--- src/sv/slpc_pkg.sv ---
// slpc_pkg: shared constants, types and channel map for the serial LED PWM controller.
// No dependencies; imported by every module of the block.

package slpc_pkg;

	localparam int CHANNELS    = 12;
	localparam int TABLE_DEPTH = 16;
	localparam int NUM_COLOURS = 3;
	localparam int PORT_W      = 6;

	localparam int CFG_IDX_W  = 1;
	localparam int CFG_DATA_W = 16;

	// register indexes on the configuration port
	localparam logic [CFG_IDX_W-1:0] REG_BOOT_CAUSE = 1'b0;
	localparam logic [CFG_IDX_W-1:0] REG_HB_PERIOD  = 1'b1;

	localparam logic [15:0] HB_PERIOD_RESET = 16'd15625;

	// serial command bytes
	localparam logic [7:0] CMD_NORMAL    = 8'hF0;
	localparam logic [7:0] CMD_CLR_CAUSE = 8'hF8;
	localparam logic [7:0] CMD_CONFIG    = 8'hE0;
	localparam logic [7:0] CMD_VERSION   = 8'hD0;

	localparam logic [7:0] VERSION_BYTE   = 8'h1A;
	localparam logic [7:0] HEARTBEAT_FLAG = 8'h80;

	localparam logic [3:0] HI_NIBBLE_MAX = 4'd12;
	localparam logic [3:0] SLOT_LIMIT    = 4'd12;

	localparam logic [5:0] PWM_LAST = 6'd62;

	localparam logic [5:0] CFG_RED_LAST   = 6'd14;
	localparam logic [5:0] CFG_GREEN_LAST = 6'd29;
	localparam logic [5:0] CFG_BLUE_LAST  = 6'd44;
	localparam logic [5:0] CFG_IDX_MAX    = 6'd63;

	typedef enum logic [1:0] {
		COL_RED   = 2'd0,
		COL_GREEN = 2'd1,
		COL_BLUE  = 2'd2
	} colour_t;

	localparam logic [7:0] GAMMA [TABLE_DEPTH] = '{
		8'd0, 8'd1, 8'd3, 8'd5, 8'd7, 8'd9, 8'd11, 8'd13,
		8'd16, 8'd19, 8'd22, 8'd26, 8'd32, 8'd38, 8'd47, 8'd63
	};

	localparam logic [3:0] CHAN_SLOT [CHANNELS] = '{
		4'd0, 4'd2, 4'd1, 4'd5, 4'd4, 4'd3, 4'd6, 4'd11, 4'd10, 4'd9, 4'd7, 4'd8
	};

	localparam colour_t CHAN_COLOUR [CHANNELS] = '{
		COL_RED, COL_BLUE, COL_GREEN, COL_BLUE, COL_GREEN, COL_RED,
		COL_RED, COL_BLUE, COL_GREEN, COL_RED, COL_GREEN, COL_BLUE
	};

	// update request from the command decoder to the level store
	typedef struct packed {
		logic       phase_we;
		logic       tbl_we;
		colour_t    tbl_sel;
		logic [3:0] tbl_entry;
		logic [7:0] data;
	} slpc_upd_t;

endpackage

--- src/sv/slpc_if.sv ---
// slpc_if: valid/ready channel interfaces for the item input and the result output.
// Depends on nothing.

interface slpc_in_if;
	logic       valid;
	logic       ready;
	logic       cmd;
	logic [7:0] rx_byte;

	modport source (output valid, cmd, rx_byte, input ready);
	modport sink   (input valid, cmd, rx_byte, output ready);
endinterface

interface slpc_out_if;
	logic       valid;
	logic       ready;
	logic [5:0] port_a_bits;
	logic [5:0] port_c_bits;
	logic       tx_valid;
	logic [7:0] tx_byte;

	modport source (output valid, port_a_bits, port_c_bits, tx_valid, tx_byte, input ready);
	modport sink   (input valid, port_a_bits, port_c_bits, tx_valid, tx_byte, output ready);
endinterface

--- src/sv/serial_led_pwm_controller.sv ---
// serial_led_pwm_controller: twelve-channel LED PWM driven by tick and serial byte items.
// Each result is held in the output register, shown in the cycle after its input item.
// Throughput: one item per cycle unless stalled; a new result enters as the old leaves.
// Reset (arst_n low): tables return to the gamma curve, phases, counters, mode and held
// port bits clear, heartbeat period returns to 15625; no clearing pass is needed.
// Depends on slpc_pkg, slpc_if, slpc_ctrl, slpc_levels.

module serial_led_pwm_controller (
	input  logic                             clk,
	input  logic                             arst_n,
	input  logic                             cfg_we,
	input  logic [slpc_pkg::CFG_IDX_W-1:0]   cfg_idx,
	input  logic [slpc_pkg::CFG_DATA_W-1:0]  cfg_wdata,
	slpc_in_if.sink                          in_ch,
	slpc_out_if.source                       out_ch
);
	import slpc_pkg::*;

	logic        accept;
	logic [2:0]  boot_cause_q;
	logic [15:0] hb_period_q;
	slpc_upd_t   upd;
	logic [5:0]  pwm_count;
	logic        tx_valid;
	logic [7:0]  tx_byte;
	logic [11:0] lit;

	logic        out_valid_q;
	logic [5:0]  port_a_q;
	logic [5:0]  port_c_q;
	logic        tx_valid_q;
	logic [7:0]  tx_byte_q;

	assign in_ch.ready = !out_valid_q || out_ch.ready;
	assign accept      = in_ch.valid && in_ch.ready;

	always_ff @(posedge clk or negedge arst_n) begin
		if (!arst_n) begin
			boot_cause_q <= 3'd0;
			hb_period_q  <= HB_PERIOD_RESET;
		end else if (cfg_we) begin
			case (cfg_idx)
				REG_BOOT_CAUSE: boot_cause_q <= cfg_wdata[2:0];
				REG_HB_PERIOD:  hb_period_q  <= cfg_wdata[15:0];
				default: ;
			endcase
		end
	end

	slpc_ctrl u_ctrl (
		.clk        (clk),
		.arst_n     (arst_n),
		.accept     (accept),
		.cmd        (in_ch.cmd),
		.rx_byte    (in_ch.rx_byte),
		.boot_cause (boot_cause_q),
		.hb_period  (hb_period_q),
		.upd        (upd),
		.pwm_count  (pwm_count),
		.tx_valid   (tx_valid),
		.tx_byte    (tx_byte)
	);

	slpc_levels u_levels (
		.clk       (clk),
		.arst_n    (arst_n),
		.upd       (upd),
		.pwm_count (pwm_count),
		.lit       (lit)
	);

	// port registers double as the held port values: byte items leave them unchanged
	always_ff @(posedge clk or negedge arst_n) begin
		if (!arst_n) begin
			out_valid_q <= 1'b0;
			port_a_q    <= 6'd0;
			port_c_q    <= 6'd0;
			tx_valid_q  <= 1'b0;
			tx_byte_q   <= 8'd0;
		end else if (accept) begin
			out_valid_q <= 1'b1;
			tx_valid_q  <= tx_valid;
			tx_byte_q   <= tx_byte;
			if (!in_ch.cmd) begin
				port_a_q <= lit[5:0];
				port_c_q <= lit[11:6];
			end
		end else if (out_ch.ready) begin
			out_valid_q <= 1'b0;
		end
	end

	assign out_ch.valid       = out_valid_q;
	assign out_ch.port_a_bits = port_a_q;
	assign out_ch.port_c_bits = port_c_q;
	assign out_ch.tx_valid    = tx_valid_q;
	assign out_ch.tx_byte     = tx_byte_q;

endmodule

--- src/sv/slpc_ctrl.sv ---
// slpc_ctrl: command decode, mode and config-index tracking, PWM and heartbeat counters.
// Depends on slpc_pkg.

module slpc_ctrl (
	input  logic                clk,
	input  logic                arst_n,
	input  logic                accept,
	input  logic                cmd,
	input  logic [7:0]          rx_byte,
	input  logic [2:0]          boot_cause,
	input  logic [15:0]         hb_period,
	output slpc_pkg::slpc_upd_t upd,
	output logic [5:0]          pwm_count,
	output logic                tx_valid,
	output logic [7:0]          tx_byte
);
	import slpc_pkg::*;

	typedef enum logic [1:0] {
		MODE_IDLE   = 2'd0,
		MODE_NORMAL = 2'd1,
		MODE_CONFIG = 2'd2
	} mode_t;

	mode_t       mode_q, mode_d;
	logic [5:0]  cfg_idx_q, cfg_idx_d;
	logic [5:0]  pwm_q, pwm_d;
	logic [15:0] hb_q, hb_d;
	logic        cleared_q, cleared_d;
	logic [16:0] hb_next;
	logic [6:0]  pwm_next;
	logic [3:0]  hi;

	assign hi       = rx_byte[7:4];
	assign hb_next  = {1'b0, hb_q} + 17'd1;
	assign pwm_next = {1'b0, pwm_q} + 7'd1;
	assign pwm_count = pwm_q;

	always_comb begin
		mode_d    = mode_q;
		cfg_idx_d = cfg_idx_q;
		pwm_d     = pwm_q;
		hb_d      = hb_q;
		cleared_d = cleared_q;
		tx_valid  = 1'b0;
		tx_byte   = 8'd0;
		upd       = '0;
		upd.data  = rx_byte;
		if (!cmd) begin
			pwm_d = (pwm_q >= PWM_LAST) ? 6'd0 : pwm_next[5:0];
			if (hb_next >= {1'b0, hb_period}) begin
				hb_d     = 16'd0;
				tx_valid = 1'b1;
				tx_byte  = HEARTBEAT_FLAG | {5'd0, cleared_q ? 3'd0 : boot_cause};
			end else begin
				hb_d = hb_next[15:0];
			end
		end else begin
			case (rx_byte)
				CMD_NORMAL: mode_d = MODE_NORMAL;
				CMD_CLR_CAUSE: cleared_d = 1'b1;
				CMD_CONFIG: begin
					mode_d    = MODE_CONFIG;
					cfg_idx_d = 6'd0;
				end
				CMD_VERSION: begin
					tx_valid = 1'b1;
					tx_byte  = VERSION_BYTE;
				end
				default: begin
					if (hi <= HI_NIBBLE_MAX) begin
						if (mode_q == MODE_CONFIG) begin
							if (cfg_idx_q <= CFG_RED_LAST) begin
								upd.tbl_we    = 1'b1;
								upd.tbl_sel   = COL_RED;
								upd.tbl_entry = cfg_idx_q[3:0] + 4'd1;
							end else if (cfg_idx_q <= CFG_GREEN_LAST) begin
								upd.tbl_we    = 1'b1;
								upd.tbl_sel   = COL_GREEN;
								upd.tbl_entry = 4'(cfg_idx_q - CFG_RED_LAST);
							end else if (cfg_idx_q <= CFG_BLUE_LAST) begin
								upd.tbl_we    = 1'b1;
								upd.tbl_sel   = COL_BLUE;
								upd.tbl_entry = 4'(cfg_idx_q - CFG_GREEN_LAST);
							end else begin
								mode_d = MODE_IDLE;
							end
							if (cfg_idx_q < CFG_IDX_MAX)
								cfg_idx_d = cfg_idx_q + 6'd1;
						end else if (mode_q == MODE_NORMAL && hi < SLOT_LIMIT) begin
							upd.phase_we = 1'b1;
						end
					end
				end
			endcase
		end
		if (!accept) begin
			upd.phase_we = 1'b0;
			upd.tbl_we   = 1'b0;
		end
	end

	always_ff @(posedge clk or negedge arst_n) begin
		if (!arst_n) begin
			mode_q    <= MODE_IDLE;
			cfg_idx_q <= 6'd0;
			pwm_q     <= 6'd0;
			hb_q      <= 16'd0;
			cleared_q <= 1'b0;
		end else if (accept) begin
			mode_q    <= mode_d;
			cfg_idx_q <= cfg_idx_d;
			pwm_q     <= pwm_d;
			hb_q      <= hb_d;
			cleared_q <= cleared_d;
		end
	end

endmodule

--- src/sv/slpc_levels.sv ---
// slpc_levels: colour tables, channel phases and per-channel brightness with the PWM compare.
// Depends on slpc_pkg.

module slpc_levels (
	input  logic                clk,
	input  logic                arst_n,
	input  slpc_pkg::slpc_upd_t upd,
	input  logic [5:0]          pwm_count,
	output logic [11:0]         lit
);
	import slpc_pkg::*;

	logic [7:0] table_q [NUM_COLOURS][TABLE_DEPTH];
	logic [3:0] phase_q [CHANNELS];
	logic [7:0] level_q [CHANNELS];
	logic [7:0] rd [NUM_COLOURS];

	// one read per table at the new phase value
	always_comb begin
		for (int c = 0; c < NUM_COLOURS; c++)
			rd[c] = table_q[c][upd.data[3:0]];
	end

	always_comb begin
		for (int ch = 0; ch < CHANNELS; ch++)
			lit[ch] = level_q[ch] > {2'b00, pwm_count};
	end

	always_ff @(posedge clk or negedge arst_n) begin
		if (!arst_n) begin
			for (int c = 0; c < NUM_COLOURS; c++)
				for (int e = 0; e < TABLE_DEPTH; e++)
					table_q[c][e] <= GAMMA[e];
			for (int ch = 0; ch < CHANNELS; ch++) begin
				phase_q[ch] <= 4'd0;
				level_q[ch] <= GAMMA[0];
			end
		end else begin
			if (upd.tbl_we)
				table_q[upd.tbl_sel][upd.tbl_entry] <= upd.data;
			for (int ch = 0; ch < CHANNELS; ch++) begin
				if (upd.phase_we && CHAN_SLOT[ch] == upd.data[7:4]) begin
					phase_q[ch] <= upd.data[3:0];
					level_q[ch] <= rd[CHAN_COLOUR[ch]];
				end
				if (upd.tbl_we && CHAN_COLOUR[ch] == upd.tbl_sel
						&& phase_q[ch] == upd.tbl_entry)
					level_q[ch] <= upd.data;
			end
		end
	end

endmodule

--- src/flat_wrapper.sv ---
// flat-port wrapper written by rule: the top's interface ports become plain ports
module serial_led_pwm_controller_flat import slpc_pkg::*;
  (clk, arst_n, cfg_we, cfg_idx, cfg_wdata, in_ch_valid, in_ch_cmd, in_ch_rx_byte, in_ch_ready, out_ch_valid, out_ch_port_a_bits, out_ch_port_c_bits, out_ch_tx_valid, out_ch_tx_byte, out_ch_ready);
  slpc_in_if in_ch_i ();
  slpc_out_if out_ch_i ();
  input  logic clk;
  input  logic arst_n;
  input  logic cfg_we;
  input  logic [slpc_pkg::CFG_IDX_W-1:0] cfg_idx;
  input  logic [slpc_pkg::CFG_DATA_W-1:0] cfg_wdata;
  input wire logic [$bits(in_ch_i.valid)-1:0] in_ch_valid;
  input wire logic [$bits(in_ch_i.cmd)-1:0] in_ch_cmd;
  input wire logic [$bits(in_ch_i.rx_byte)-1:0] in_ch_rx_byte;
  output wire logic [$bits(in_ch_i.ready)-1:0] in_ch_ready;
  output wire logic [$bits(out_ch_i.valid)-1:0] out_ch_valid;
  output wire logic [$bits(out_ch_i.port_a_bits)-1:0] out_ch_port_a_bits;
  output wire logic [$bits(out_ch_i.port_c_bits)-1:0] out_ch_port_c_bits;
  output wire logic [$bits(out_ch_i.tx_valid)-1:0] out_ch_tx_valid;
  output wire logic [$bits(out_ch_i.tx_byte)-1:0] out_ch_tx_byte;
  input wire logic [$bits(out_ch_i.ready)-1:0] out_ch_ready;
  assign in_ch_i.valid = in_ch_valid;
  assign in_ch_i.cmd = in_ch_cmd;
  assign in_ch_i.rx_byte = in_ch_rx_byte;
  assign in_ch_ready = in_ch_i.ready;
  assign out_ch_valid = out_ch_i.valid;
  assign out_ch_port_a_bits = out_ch_i.port_a_bits;
  assign out_ch_port_c_bits = out_ch_i.port_c_bits;
  assign out_ch_tx_valid = out_ch_i.tx_valid;
  assign out_ch_tx_byte = out_ch_i.tx_byte;
  assign out_ch_i.ready = out_ch_ready;
  serial_led_pwm_controller u_core (.clk(clk), .arst_n(arst_n), .cfg_we(cfg_we), .cfg_idx(cfg_idx), .cfg_wdata(cfg_wdata), .in_ch(in_ch_i), .out_ch(out_ch_i));
endmodule
--- config.mk ---
export PLATFORM = sky130hd
export DESIGN_NAME = serial_led_pwm_controller_flat
export DESIGN_NICKNAME = d
export VERILOG_FILES = /design/src/sv/slpc_pkg.sv /design/src/sv/slpc_if.sv /design/src/sv/serial_led_pwm_controller.sv /design/src/sv/slpc_ctrl.sv /design/src/sv/slpc_levels.sv /design/src/flat_wrapper.sv
export SDC_FILE = /design/constraint.sdc
export NUM_CORES = 1
export LEC_CHECK = 0
export BUFFER_PORTS_ARGS = -buffer_cell sky130_fd_sc_hd__buf_4
export CAP_MARGIN = 25
export CELL_PAD_IN_SITES_DETAIL_PLACEMENT = 0
export CELL_PAD_IN_SITES_GLOBAL_PLACEMENT = 2
export CORE_MARGIN = 1.5
export CORE_UTILIZATION = 25
export DETAILED_ROUTE_END_ITERATION = 6
export MAX_ROUTING_LAYER = met4
export PLACE_DENSITY = 0.59
export SKIP_LAST_GASP = 1
export SLEW_MARGIN = 20
export SYNTH_ARGS = -nofsm -noshare
export SYNTH_HDL_FRONTEND = slang
export SYNTH_HIERARCHICAL = 1
export SYNTH_SLANG_ARGS = --single-unit
export TNS_END_PERCENT = 5
--- constraint.sdc ---
create_clock -name clk -period 4.5 [get_ports clk]
set_input_delay 0.45 -clock clk [delete_from_list [all_inputs] [get_ports clk]]
set_output_delay 0.45 -clock clk [all_outputs]
set_load 0.03 [all_outputs]
# --- After elaboration in Yosys (flattened, before gate mapping) ---
# Cells that the tools add are included.
op_classes:
  n_addsub: 6
  order_cmp: 25
  eq_ne: 34
  mux: 69
  bitwise: 7
  reduce_logical: 62
ops:
  columns: ["operator", "count"]
  rows:
  - ["$bwmux 384", 1]
  - ["$mux 8", 36]
  - ["$demux 128 s2", 1]
  - ["$mux 128", 1]
  - ["$bmux 8 s4", 3]
  - ["$gt 8x6->1", 12]
  - ["$eq 4x4->1", 12]
  - ["$demux 8 s4", 1]
  - ["$eq 8x8->1 const B", 4]
  - ["$reduce_bool 2->1", 16]
  - ["$logic_and 1x1->1", 31]
  - ["$mux 7", 4]
  - ["$mux 6", 4]
  - ["$add 16x1->17 const B", 1]
  - ["$ge 17x16->1", 1]
  - ["$eq 3x4->1 const A", 4]
  - ["$eq 4x4->1 const A", 4]
  - ["$mux 16", 1]
  - ["$add 6x1->6 const B", 2]
  - ["$mux 2", 6]
  - ["$pmux 6 s2", 1]
  - ["$ge 5x5->1 const B", 2]
  - ["$not 4->5", 2]
  - ["$ne 3x1->1 const B", 3]
  - ["other kinds (36)", 50]
word_totals:
  regBits: 600
  output_inout_bits: 23

# --- Longest topological paths before layout ---
logic_depth:
  ltp_word: 16
  mapped_depth: 16
  depth_no_buf: 14

# --- Modules after synthesis ---
# The synthesis kept the hierarchy.
by_module_without_submodules:
  columns: ["module", "instances", "cells_per_inst", "area_per_inst_um2", "seq_area_each_um2"]
  rows:
  - ["slpc_levels", 1, 2154, 27106.0, 13366.6]
  - ["slpc_ctrl", 1, 314, 2601.2, 775.7]
  - ["serial_led_pwm_controller", 1, 90, 1592.8, 1034.7]

# --- Least setup slack after synthesis ---
# Ideal clock, no wire load.
synth_path:
  path_type: "reg2reg"
  from: "reg u_core.out_valid_q, in the netlist u_core/out_ch.valid"
  to: "reg u_core/u_levels/level_q[89] (netlist name)"
  setup_ps: 125
  t_arrival_ps: 3135
  path_slack_ps: 1241
  path_stages_with_launch: 12
  n_path_buf: 0
  path_cell_list: "dfrtp_1 nand2b_4 nand2_2 inv_1 nand2_1 a41o_1 nor4_1 or3b_4 nor3_4 mux2_4 a221oi_2 a21oi_2"
synth_rtl:
  columns: ["item", "line", "source"]
  rows:
  - ["start, declared", "serial_led_pwm_controller.sv:28", "logic out_valid_q;"]
  - ["start signal, assigned", "serial_led_pwm_controller.sv:75", "out_valid_q <= 1'b0;"]
  - ["start signal, assigned", "serial_led_pwm_controller.sv:81", "out_valid_q <= 1'b1;"]
  - ["start signal, assigned", "serial_led_pwm_controller.sv:89", "out_valid_q <= 1'b0;"]
  - ["end signal, assigned by index", "slpc_levels.sv:36", "level_q[ch] <= GAMMA[0];"]
  - ["end signal, assigned by index", "slpc_levels.sv:44", "level_q[ch] <= rd[CHAN_COLOUR[ch]];"]
  - ["end signal, assigned by index", "slpc_levels.sv:48", "level_q[ch] <= upd.data;"]
  - ["end, declared", "slpc_levels.sv:15", "logic [7:0] level_q [CHANNELS];"]

==> results.yml <==
run_status:
  status: "finished with violations"
  failed_checks: "DRC"
global_routing:
  grt_start_max_net_pins: 150
  grt_pass1_vias: 22212
  gr-total-overflow: 0
  grt_pass1_wl_um: 143000
  antenna_found_initial: 0
  grt_usage: 0.153
synth:
  synth_fa_ha_area_frac: 0.0388
  syn_area_per_cell_um2: 12.2
  synth.distinct_cells: 80
  synth_warnings: 6
  ys_seq_area_frac: 0.485
  synth_edf_count: 0
  synth-simple-area-share: 0.0897
  synth_top_family_by_area: "multiplexers"
  synth_compound_area_frac: 0.0748
  netlist_area_um2: 31300
  synthMuxAreaShare: 0.261
  synth_flop_cell: "dfrtp_1"
  synthesis.instances: 2558
  synthArstFlopShare: 1.00
  synth_xor_area_frac: 0.0185
  synth-seq-cells: 600
setup_path:
  end_kind: "flip-flop"
  cp_max_fo: 14
  crit_path_start_kind: "flip-flop"
  worst_ep_required_time_ns: 5.02
  crit_top_cell: "nand2b_1"
  critPathBufInv: 2
  critPathTopFamily: "simple AND/OR/NAND/NOR gates"
  cp.arrival_ns: 4.55
  crit_type: "reg2reg"
  crit_chain: "inv_1, ha_1, o31ai_4, nand2b_1, and2_1, a311oi_4, buf_4, nand2b_1, nor3_1, nand2_1, mux2_2"
  crit_path_top_delay_cell: "dfrtp_1"
  crit_path_max_incr_delay_ns: 0.52
hold_path:
  hold_path_class: "in2reg"
flow_run:
  max_cap_viol_count: 0
route:
  drt-pass1-iter-count: 7
  avgRoutedWirePerCell_um: 21.9
  drtIter0Drc: 1409
  vias: 20905
  ant_nets: 0
  drc: 2
  vias_per_cell: 4.88
  drt-total-wl_um: 93900
die:
  die_area_um2: 127000
  rows: 129
  core-area_um2: 124000
  die_x_um: 357
  die_h_um: 357
  start_util: 0.253
  io_pins: 54
pwr:
  leakagePower_nw: 16.3
  powerDensity_nw_per_um2: 366
  vdd_ir_drop_max_mv: 0.227
timing:
  setup_viol: 0
  fin_ws_ns: 0.464
  tightest_slew_ns: 1.04
  period_share: 0.897
  min_period_ns: 4.04
  finalMaxSlewViolations: 0
  slew_headroom: 0.304
  finalSetupTns_ns: 0
  skew_ns: 0.0208
  rsz0062_at_grt: "no"
  max_freq_mhz: 248
  hold_viol_final: 0
layout:
  areaGrowthSynthToFinish_pct: 15.0
  multiInputGateArea_um2: 15200
  seq_area_um2: 15200
  drive_gt1_frac: 0.373
  nFillCells: 12523
  fin_nets: 2714
  antennaDiodeCount: 0
clocking:
  cts_tree: "yes"
  clock-sinks: 600
  clockBufferDepth: 3
  postCtsSetupBuffers: 0
  clk_latency_ns: 0.65
  htreeDepth: 3
  cts_root_buf: "clkbuf_16"
  cts_buffers: 73
  clkTransAtPathRegs_ns: 0.05
placement:
  port_buffers: 53
  dp_hpwl_um: 62300
  pre_cts_ws_ns: 0.504
  place_congestion: 0.813
## cells by family (layout without fill, tap and decap cells)
kind of cell | Yosys count | in the layout
AOI/OAI and AO/OA | 346 | 346
DFF | 600 | 600
buffers and inverters | 215 | 302
and+or+nand+nor | 591 | 591
xor gates and xnor gates | 66 | 66
other | 1 | 2
muxes | 642 | 642
adders and majority gates | 97 | 97
## cell type report
type                            instances  share of cell area
Sequential cell                       600               0.422
Multi-Input combinational cell       1744               0.421
Timing Repair Buffer                  114              0.0272
Tap cell                             1637              0.0569
Clock buffer                          111              0.0597
Inverter                               53             0.00553
Clock inverter                         24             0.00796
## metal layers
layer	vias to the layer above	wire (µm)	GRT usage
met4	0	2290	0.0457
met5	-	0	-
met2	422	44400	0.243
met1	10909	43900	0.203
met3	130	3290	0.0181
li1	9444	-	-
## synthesized netlist by cell type (8+ instances only)
library cell	instances	area (µm²)
a31oi_1	90	563
a21oi_1	55	275
xor2_1	32	280
and3_1	22	138
mux2_2	467	5260
a221oi_1	11	96.3
nor2b_1	17	106
nand4_1	16	100
buf_1	9	33.8
or2_2	10	62.6
nor2_1	167	627
dfstp_2	130	3420
o21ai_0	34	170
nor3_1	37	185
buf_2	41	205
mux2i_1	76	761
a21o_1	10	75.1
and2_1	8	50.1
nor2_2	18	113
ha_1	97	1210
buf_4	21	158
dfrtp_1	470	11800
a211oi_1	10	75.1
nand3_1	38	190
inv_1	53	199
nand2b_1	14	87.6
nand2_1	191	717
xnor2_1	34	298
mux2_4	11	165
a22oi_1	72	541
mux4_2	87	1960
clkbuf_1	80	300
o21ai_1	9	45.0
## power breakdown
part | switching, mW | internal [mW]
sequential | 0.139 | 5.55
clock | 2.46 | 3.51
combinational | 0.980 | 0.541
## layout by cell type (no fill, tap or decap), drive strengths merged, types with 5 or more instances in the layout
master  synthesis  routed
and3           22      22
or3             7       7
o21ai          43      43
o31ai           6       6
a31oi          90      90
mux4           87      87
ha             97      97
xor2           32      32
nand4          16      16
and2            8       8
a31o            6       6
clkinv          0      15
buf            80     111
a21oi          56      56
o21a            7       7
clkbuf         82     112
nand3b          5       5
o22ai           5       5
nor2b          17      17
mux2i          76      76
nor2          185     185
a22oi          72      72
a211oi         10      10
a21o           10      10
nand2         198     198
xnor2          34      34
inv            53      58
nand2b         16      16
dfrtp         470     470
dfstp         130     130
nor4            7       7
or2            13      13
nor3           42      42
a221oi         12      12
mux2          479     479
nand3          39      39
## worst register-to-register path, stage by stage, from the launching register on
cell and delay (ns):
dfrtp_1 0.52, inv_1 0.19, ha_1 0.27, o31ai_4 0.49, nand2b_1 0.15, and2_1 0.22, a311oi_4 0.41, buf_4 0.39
nand2b_1 0.23, nor3_1 0.12, nand2_1 0.52, mux2_2 0.42
## stage by stage
stage                     std cells  area [µm²]  total power, mW  utilization  hold WS (ns)
after floorplan                2559       31300             6.68            -         0.154
final                          4283       36000             13.2        0.290        0.0441
after global routing           4283       36000             13.8        0.290        0.0121
after CTS                      4283       36000             13.4        0.290      0.000322
after global placement         4146       33500             7.27        0.271         0.463
after detailed placement       4146       33500             7.33        0.271         0.477
## path summary, 6_finish.rpt
path | start | end | cells past startpoint | slack (ns)
max in group asynchronous | arst_n | u_core/u_levels/table_q[99] | 3 | 2.72
worst max register to register | u_core/u_ctrl/cfg_idx_q[0] | u_core/u_levels/table_q[109] | 11 | 0.46
worst max-delay path | u_core/u_ctrl/cfg_idx_q[0] | u_core/u_levels/table_q[109] | 11 | 0.46
min in group asynchronous | arst_n | u_core/u_levels/table_q[282] | 2 | 0.45
worst min register to register | u_core/u_ctrl/cleared_q | u_core/u_ctrl/cleared_q | 1 | 0.48
worst min-delay path | cfg_wdata[13] | u_core/hb_period_q[13] | 2 | 0.04
## state kept, by name (all words and copies together), names as in the netlist, 2 cells and up
| signal | count |
|---|---|
| u_core/u_ctrl/cfg_idx_q | 6 |
| u_core/boot_cause_q | 3 |
| u_core/u_levels/table_q | 384 |
| u_core/u_ctrl/hb_q | 16 |
| u_core/u_levels/level_q | 96 |
| u_core/out_ch.port_c_bits | 6 |
| u_core/out_ch.tx_byte | 8 |
| u_core/u_ctrl/mode_q | 2 |
| u_core/u_levels/phase_q | 48 |
| u_core/u_ctrl/pwm_count | 6 |
| u_core/out_ch.port_a_bits | 6 |
| u_core/hb_period_q | 16 |
## timing repair
item                                    4_1_cts  5_1_grt
endpoints found under the setup margin        0        0
hold buffers                                  2        0
endpoints found under the hold margin        59        0
gates resized for setup                       0        0
Power figures use the tool's default switching activity.
